<file path="config.mk">
export PLATFORM = sky130hd
export DESIGN_NAME = base32_decoder_top
export DESIGN_NICKNAME = d
export VERILOG_FILES = /design/src/rtl/b32d_pkg.sv /design/src/rtl/b32d_sym.sv /design/src/rtl/b32d_pack.sv /design/src/rtl/base32_decoder_top.sv
export SDC_FILE = /design/constraint.sdc
export NUM_CORES = 1
export LEC_CHECK = 0
export ABC_CLOCK_PERIOD_IN_PS = 2500
export BUFFER_PORTS_ARGS = -buffer_cell sky130_fd_sc_hd__buf_4
export CAP_MARGIN = 30
export CORE_MARGIN = 2
export CORE_UTILIZATION = 45
export CTS_CLUSTER_DIAMETER = 30
export CTS_CLUSTER_SIZE = 25
export DETAILED_ROUTE_END_ITERATION = 12
export PLACE_DENSITY = 0.74
export SYNTH_ARGS = -nofsm -noshare
export SYNTH_HDL_FRONTEND = slang
export SYNTH_SLANG_ARGS = --single-unit
</file>
<file path="constraint.sdc">
create_clock -name clk -period 2.5 [get_ports clk]
set_input_delay 0.25 -clock clk [delete_from_list [all_inputs] [get_ports clk]]
set_output_delay 0.25 -clock clk [all_outputs]
set_load 0.01 [all_outputs]
</file>
<file path="src/rtl/b32d_pkg.sv">
package b32d_pkg;

	localparam int CHAR_W = 8;
	localparam int SYM_W  = 5;
	localparam int POS_W  = 3;

	localparam logic [CHAR_W-1:0] CHAR_LOWER_A = 8'h61;
	localparam logic [CHAR_W-1:0] CHAR_LOWER_Z = 8'h7a;
	localparam logic [CHAR_W-1:0] CASE_FOLD    = 8'h20;
	localparam logic [CHAR_W-1:0] CHAR_UPPER_A = 8'h41;
	localparam logic [CHAR_W-1:0] CHAR_UPPER_Z = 8'h5a;
	localparam logic [CHAR_W-1:0] CHAR_TWO     = 8'h32;
	localparam logic [CHAR_W-1:0] CHAR_SEVEN   = 8'h37;
	localparam logic [SYM_W-1:0]  DIGIT_BASE   = 5'h1a;
	localparam logic [POS_W-1:0]  SYM_ADVANCE  = 3'd5;
	localparam logic [POS_W-1:0]  POS_FILL     = 3'd3;

	typedef struct packed {
		logic [7:0] in_char;
		logic       last_char;
	} char_word_t;

	typedef struct packed {
		logic [7:0] out_byte;
		logic       byte_valid;
		logic       end_of_message;
	} res_word_t;

	typedef struct packed {
		logic             valid;
		logic [SYM_W-1:0] value;
	} sym_t;

	typedef struct packed {
		logic      emit;
		res_word_t word;
	} pack_res_t;

endpackage

</file>
<file path="src/rtl/b32d_sym.sv">
module b32d_sym
	import b32d_pkg::*;
(
	input  logic [CHAR_W-1:0] in_char,
	output sym_t              sym
);

	logic [CHAR_W-1:0] upper;
	logic [CHAR_W-1:0] off_a;
	logic [CHAR_W-1:0] off_2;

	always_comb begin
		if (in_char >= CHAR_LOWER_A && in_char <= CHAR_LOWER_Z) begin
			upper = in_char - CASE_FOLD;
		end else begin
			upper = in_char;
		end
		off_a = upper - CHAR_UPPER_A;
		off_2 = upper - CHAR_TWO;
		priority if (upper >= CHAR_UPPER_A && upper <= CHAR_UPPER_Z) begin
			sym.valid = 1'b1;
			sym.value = off_a[SYM_W-1:0];
		end else if (upper >= CHAR_TWO && upper <= CHAR_SEVEN) begin
			sym.valid = 1'b1;
			sym.value = off_2[SYM_W-1:0] + DIGIT_BASE;
		end else begin
			sym.valid = 1'b0;
			sym.value = '0;
		end
	end

endmodule

</file>
<file path="src/rtl/b32d_pack.sv">
module b32d_pack
	import b32d_pkg::*;
(
	input  logic      clk,
	input  logic      arst_n,
	input  logic      step,
	input  sym_t      sym,
	input  logic      last_char,
	output pack_res_t res
);

	logic [POS_W-1:0] pos_q;
	logic [7:0]       acc_q;
	logic [15:0]      merged;
	logic             done;

	// symbol lands at bit offset pos from the MSB; upper half is the byte
	assign merged = {acc_q, 8'h00} | ({sym.value, 11'b0} >> pos_q);
	assign done   = sym.valid && (pos_q >= POS_FILL);

	always_comb begin
		res.emit                = done || last_char;
		res.word.out_byte       = done ? merged[15:8] : 8'h00;
		res.word.byte_valid     = done;
		res.word.end_of_message = last_char;
	end

	always_ff @(posedge clk or negedge arst_n) begin
		if (!arst_n) begin
			pos_q <= '0;
			acc_q <= '0;
		end else if (step) begin
			if (last_char) begin
				pos_q <= '0;
				acc_q <= '0;
			end else if (sym.valid) begin
				pos_q <= pos_q + SYM_ADVANCE;
				acc_q <= done ? merged[7:0] : merged[15:8];
			end
		end
	end

endmodule

</file>
<file path="src/rtl/base32_decoder_top.sv">
// channel | direction | payload     | handshake
// char    | into      | char_word_t | char_valid / char_stall
// res     | out of    | res_word_t  | res_valid / res_stall
//
// One character word per cycle unless stalled; input stage, then result register.
// Symbol lookup and packing sit between the input stage and result register.
// Reset clears both valid flags, the bit position and the partial byte.
// A stalled result holds the input stage; char_stall rises only then.
module base32_decoder_top
	import b32d_pkg::*;
(
	input  logic       clk,
	input  logic       arst_n,
	input  logic       char_valid,
	output logic       char_stall,
	input  char_word_t char_word,
	output logic       res_valid,
	input  logic       res_stall,
	output res_word_t  res_word
);

	logic       valid_s1;
	char_word_t word_s1;
	logic       res_valid_q;
	res_word_t  res_word_q;
	logic       out_free;
	logic       adv;
	sym_t       sym;
	pack_res_t  pres;

	assign out_free   = !res_valid_q || !res_stall;
	assign adv        = valid_s1 && out_free;
	assign char_stall = valid_s1 && !out_free;
	assign res_valid  = res_valid_q;
	assign res_word   = res_word_q;

	b32d_sym u_sym (
		.in_char (word_s1.in_char),
		.sym     (sym)
	);

	b32d_pack u_pack (
		.clk       (clk),
		.arst_n    (arst_n),
		.step      (adv),
		.sym       (sym),
		.last_char (word_s1.last_char),
		.res       (pres)
	);

	always_ff @(posedge clk or negedge arst_n) begin
		if (!arst_n) begin
			valid_s1    <= 1'b0;
			res_valid_q <= 1'b0;
		end else begin
			if (!char_stall) begin
				valid_s1 <= char_valid;
			end
			if (out_free) begin
				res_valid_q <= adv && pres.emit;
			end
		end
	end

	always_ff @(posedge clk) begin
		if (char_valid && !char_stall) begin
			word_s1 <= char_word;
		end
		if (adv && pres.emit) begin
			res_word_q <= pres.word;
		end
	end

endmodule

</file>
# ---- Word level (Yosys, flattened, before mapping)
# Index checks and enable logic that the tools add are counted.
dict set report totals {
  regBits 32
  inputBits 13
  output_inout_bits 12
}
dict set report classes {
  add_sub_neg 5
  n_mux 8
  n_lt_le_gt_ge 7
  n_shift 1
  bitwise_logic 1
  reduce_logical 16
}
# operator n
set op_table {}
lappend op_table {{$mux W8} 4}
lappend op_table {{$ge A8 B7 Y1 const B} 2}
lappend op_table {{$le A8 B7 Y1 const B} 2}
lappend op_table {{$or A16 B16 Y16} 1}
lappend op_table {{$shr A16 B3 Y16} 1}
lappend op_table {{$mux W6} 2}
lappend op_table {{$ge A8 B6 Y1 const B} 1}
lappend op_table {{$le A8 B6 Y1 const B} 1}
lappend op_table {{$logic_and A1 B1 Y1} 8}
lappend op_table {{$sub A8 B6 Y8 const B} 1}
lappend op_table {{$mux W3} 2}
lappend op_table {{$add A5 B5 Y5 const B} 1}
lappend op_table {{$sub A5 B1 Y5 const B} 1}
lappend op_table {{$sub A5 B5 Y5 const B} 1}
lappend op_table {{$logic_not A1 Y1} 4}
lappend op_table {{$add A3 B3 Y3 const B} 1}
lappend op_table {{$ge A3 B2 Y1 const B} 1}
lappend op_table {{$logic_or A1 B1 Y1} 2}
lappend op_table {{$reduce_and A2 Y1} 1}
lappend op_table {{$reduce_bool A2 Y1} 1}

# ---- Longest topological paths before layout
dict set report logic_depth {
  ltp_word 12
  mapped_depth 9
  mapped_depth_nobuf 9
}

# ---- Hierarchy
# A second synthesis with hierarchy kept.
dict set report hier_totals {
  cells_unflattened 174
  hier_area_um2 1846.8
}
# mod n_inst cells_per_inst area_per_inst_um2 seq_area_each_um2
set modules_own_cells {}
lappend modules_own_cells {b32d_pack 1 94 843.3 275.3}
lappend modules_own_cells {base32_decoder_top 1 30 669.4 620.6}
lappend modules_own_cells {b32d_sym 1 50 334.1 0.0}

# ---- Worst setup path after synthesis
# No wires, ideal clock.
dict set report synth_path {
  path_kind {register to register}
  startpoint {reg word_s1[1] in the netlist's numbering}
  endpoint {reg res_word_q (netlist bit res_word[0]), enable pin}
  stages_incl_launch_ff 9
  path_slack_ns -0.045
  synth_period_minus_slack_ns 2.545
  required_ns 2.152
  t_arrival_ns 2.197
  path_cell_list {edfxtp_1 > inv_1 > ha_1 > or3b_4 > o21a_4 > o211a_4 > o21ai_1 > nand2b_1 > inv_1}
}
dict set report synth_via {
  elab_chain_len 10
  elab_cells_between_ends 16
  classes_between {add/sub (1); order compare (6); mux (3); reduce/logical (6)}
}
# item line_no
set synth_lines {}
lappend synth_lines {{start: declaration} base32_decoder_top.sv:23} ;# char_word_t word_s1;
lappend synth_lines {{start signal: assignment} base32_decoder_top.sv:67} ;# word_s1 <= char_word;
lappend synth_lines {{$ge A8 B7 Y1 or $le A8 B7 Y1 (tied branches)} b32d_sym.sv:13} ;# if (in_char >= CHAR_LOWER_A && in_char <= CHAR_LOWER_Z) begin
lappend synth_lines {{$logic_and A1 B1 Y1} b32d_sym.sv:13}
lappend synth_lines {{$mux W8 *} b32d_sym.sv:13}
lappend synth_lines {{$ge A8 B6 Y1 or $le A8 B6 Y1 (tied branches)} b32d_sym.sv:23} ;# end else if (upper >= CHAR_TWO && upper <= CHAR_SEVEN) begin
lappend synth_lines {{$logic_and A1 B1 Y1} b32d_sym.sv:23}
lappend synth_lines {{$mux W6} b32d_sym.sv:23}
lappend synth_lines {{$mux W6 *} b32d_sym.sv:20} ;# priority if (upper >= CHAR_UPPER_A && upper <= CHAR_UPPER_Z) begin
lappend synth_lines {{$logic_and A1 B1 Y1 *} b32d_pack.sv:19} ;# assign done = sym.valid && (pos_q >= POS_FILL);
lappend synth_lines {{$logic_or A1 B1 Y1 *} b32d_pack.sv:22} ;# res.emit = done || last_char;
lappend synth_lines {{$logic_and A1 B1 Y1 *} base32_decoder_top.sv:69} ;# if (adv && pres.emit) begin
lappend synth_lines {{end signal: assignment} base32_decoder_top.sv:70} ;# res_word_q <= pres.word;
lappend synth_lines {{end: declaration} base32_decoder_top.sv:25} ;# res_word_t res_word_q;
# Every way passes the cells marked *; elsewhere a longest branch is shown, timed or not.
# A chain may end at the register's enable or synchronous reset.

# ---- Final worst setup path
dict set report layout_path {
  startpoint {reg word_s1[7] in the netlist's numbering}
  endpoint {reg res_word_q (netlist bit res_word[2]) (data pin)}
}
dict set report layout_via {
  elab_chain_len 9
  elab_cells_between_ends 19
  classes_between {add/sub (4); order compare (6); shift (1); mux (3); bitwise (1); reduce/logical (4)}
}
# item line_no
set layout_lines {}
lappend layout_lines {{$ge A8 B7 Y1 or $le A8 B7 Y1 (tied branches)} b32d_sym.sv:13}
lappend layout_lines {{$logic_and A1 B1 Y1} b32d_sym.sv:13}
lappend layout_lines {{$mux W8 *} b32d_sym.sv:13}
lappend layout_lines {{$sub A5 B5 Y5, or another cell as far along} b32d_sym.sv:19} ;# off_2 = upper - CHAR_TWO;
lappend layout_lines {{$add A5 B5 Y5 or $logic_and A1 B1 Y1 (tied branches)} {b32d_sym.sv:25, b32d_sym.sv:23}}
lappend layout_lines {{$mux W6} b32d_sym.sv:23}
lappend layout_lines {{$mux W6 *} b32d_sym.sv:20}
lappend layout_lines {{$shr A16 B3 Y16} b32d_pack.sv:18} ;# assign merged = {acc_q, 8'h00} | ({sym.value, 11'b0} >> pos_q);
lappend layout_lines {{$or A16 B16 Y16} b32d_pack.sv:18}
# Marked as above.

==> flow_metrics.tcl <==
set metrics [dict create \
    num_vias 1888 \
    routed_wl_mm 5.31 \
    cp_slowest_stage_delay_ns 0.48 \
    dieArea_um2 4980 \
    dr.pass1.iters 7 \
    rr_endpoint "res_word[2]" \
    ys.warnings.count 0 \
    postRouteAntennaNets 0 \
    cp.arrival_ns 2.63 \
    clock_path_buffers 2 \
    core-area_um2 4320 \
    drc 0 \
    setup_violations 0 \
    cts_buffers 5 \
    max-slew-margin-rel_pct 67.0 \
    clock-sinks 32 \
    cp_slowest_cell "edfxtp_1" \
    end_kind "flop" \
    synth-seq-cells 32 \
    rr_worst_depth 10 \
    postSynthNetCount 215 \
    portBuffers 24 \
    cp_max_fo 6 \
    antenna_cells 0 \
    r2r_start "word_s1[7]" \
    cts_tree "done" \
    final_util_pct 62.2 \
    start_util_pct 46.1 \
    peakVddDrop_mv 0.437 \
    finalCriticalPeriod_ns 2.49 \
    routedWlPerCell_um 17.8 \
    cp_cell_sequence "inv_2, ha_1, a211o_1, a21oi_4, buf_12, o2111ai_2, buf_4, a211oi_1, a221oi_2, a21oi_1" \
    criticalPathCategory "flop to flop" \
    whs_ns 0.132 \
    synth-edff-count 19 \
    hold_path_class "input port to flop" \
    die_w_um 70.6 \
    hold_depth 1 \
    syn_inst 194 \
    status "finished clean" \
    std_cell_rows 24 \
    h-tree-depth 2 \
    insertion_delay_ns 0.29 \
    antenna_found_initial 0 \
    min_to "word_s1[3]" \
    drive_gt1_share_pct 37.4 \
    synth_seq_area_share_pct 44.9 \
    reg2reg_slack_ns 0.008 \
    syn_area_per_cell_um2 10.3 \
    required_ns 2.64 \
    power_leakage_nw 1.04 \
    power_mw 1.75 \
    clockRootBuffer "clkbuf_8" \
    hold_violations 0 \
    grt_max_degree 15 \
    fmax_mhz 401 \
    tns_ns 0 \
    fin_worst_skew_ns 0.0134 \
    grt_pass1_wl_mm 7.74 \
    num_io_pins 25 \
    grt.total_usage_pct 19.5 \
    maxCapViolations 0 \
    nNetsFinal 266 \
    power_density_nw_per_um2 652 \
    synth_cell_types 55 \
    drv_slew 0 \
    hp-start "char_word[3]" \
    worstSetupStartpoint "word_s1[7]" \
    area_growth_pct 34.9 \
    detailedRoute.firstIterationViolations 227 \
    drt-vias-per-instance 6.34 \
    netlist_area_um2 1990 \
    place_congestion 0.919 \
    tightest_slew_ns 0.492 \
    ys_async_sr_fraction_pct 40.6 \
    dieHeight_um 70.6 \
    ys.flop_type "edfxtp_1" \
    clk_pin_slew_worst_paths_ns 0.07 \
    gr-total-overflow 0 \
    n_fill_cell 366 \
    post-route-period-util_pct 99.7 \
    start_kind "flop" \
    grt_pass1_vias 1677 \
    dp_hpwl_mm 3.46 \
]
-- cell families after synthesis --
group / count (synthesis) / synth area share, %
DFF: 32 / 44.9
muxes: 1 / 0.502
AOI/OAI and AO/OA: 78 / 29.7
buffers and inverters: 23 / 5.14
adders and majority gates: 8 / 5.02
xor gates and xnor gates: 3 / 1.32
and+or+nand+nor: 49 / 13.4
-- routing by layer --
metal  track usage (%)  vias up  wire, µm
li1                  -      861         -
met1              25.8      893      2180
met2              31.8      113      2540
met3              4.42       21       431
met4              6.71        0       163
met5                 0        -         0
-- cell type report --
cell class	instances	area (µm²)	share of cell area, %
clock buffer	5	68.8	2.56
timing repair buffer	51	405	15.1
multi-input combinational	139	1170	43.6
sequential	32	896	33.3
tap	52	65.1	2.42
inverter	16	62.6	2.33
clock inverter	3	18.8	0.698
-- power breakdown --
part | internal (mW) | leakage (nW) | total, mW | switching [mW]
logic | 0.282 | 0.639 | 0.691 | 0.409
registers | 0.619 | 0.358 | 0.654 | 0.0351
clock network | 0.194 | 0.0479 | 0.410 | 0.216
-- synthesized netlist by cell type, types with 3 or more instances --
library cell,number,share of area (%)
a221oi_1,5,2.2
o2111ai_1,3,1.3
a31oi_1,5,1.6
dfrtp_1,13,16
nand2b_1,4,1.3
a211o_1,3,1.3
o21ai_0,10,2.5
or3_1,4,1.3
nor3_1,8,2.0
edfxtp_1,19,29
nor2_1,6,1.1
a211oi_1,5,1.9
nand2_1,13,2.4
and2_1,3,0.94
or2_2,3,0.94
ha_1,8,5.0
a21oi_1,15,3.8
inv_1,15,2.8
clkbuf_1,4,0.75
o211ai_1,6,2.3
-- how the worst max path moves through the flow --
stage                     depth (start not counted)          end
after floorplan                                   8  res_word[3]
after global placement                            8  res_word[7]
after detailed placement                          8  res_word[7]
after CTS                                         8  res_word[3]
after global routing                              9  res_word[3]
final                                            10  res_word[2]
-- sequential cells by signal (all words and copies together), names as in the netlist --
name and cells:
res_word 10, word_s1 9, u_pack.acc_q 8, u_pack.pos_q 3, res_valid 1, valid_s1 1
-- cells in the final DEF, fill, tap and decap left out, types with 5 or more instances in the layout --
cell type and instances:
buf_4 47, edfxtp_1 19, a21oi_1 14, nand2_1 13
dfrtp_1 13, inv_1 11, nor3_1 8, o21ai_0 8
o211ai_1 6, nor2_1 6, ha_1 6, a31oi_1 5
a211oi_1 5, clkbuf_8 5
-- repair_timing --
action                                  CTS  global route
endpoints found under the setup margin   12            26
gates resized for setup                   3            33
hold buffers                              1             0
pin swaps                                 0            11
setup buffers                             0             4
endpoints found under the hold margin    13             0
-- stage by stage --
| stage | std cells | setup WS (ns) | area, µm² |
|---|---|---|---|
| finish | 298 | 0.00805 | 2690 |
| detailed placement | 285 | -0.0316 | 2360 |
| floorplan | 194 | 0.0407 | 1990 |
| CTS | 294 | 0.00596 | 2470 |
| global route | 298 | -0.0424 | 2690 |
| global placement | 285 | -0.000307 | 2360 |
-- critical path, delay by kind of cell, from the launching register on --
family | cells | cell delay [ns]
compound gates | 6 | 1.17
fa+ha+maj | 1 | 0.24
buf+inv | 3 | 0.44
flops | 1 | 0.48
(Power assumes the default switching activity.)
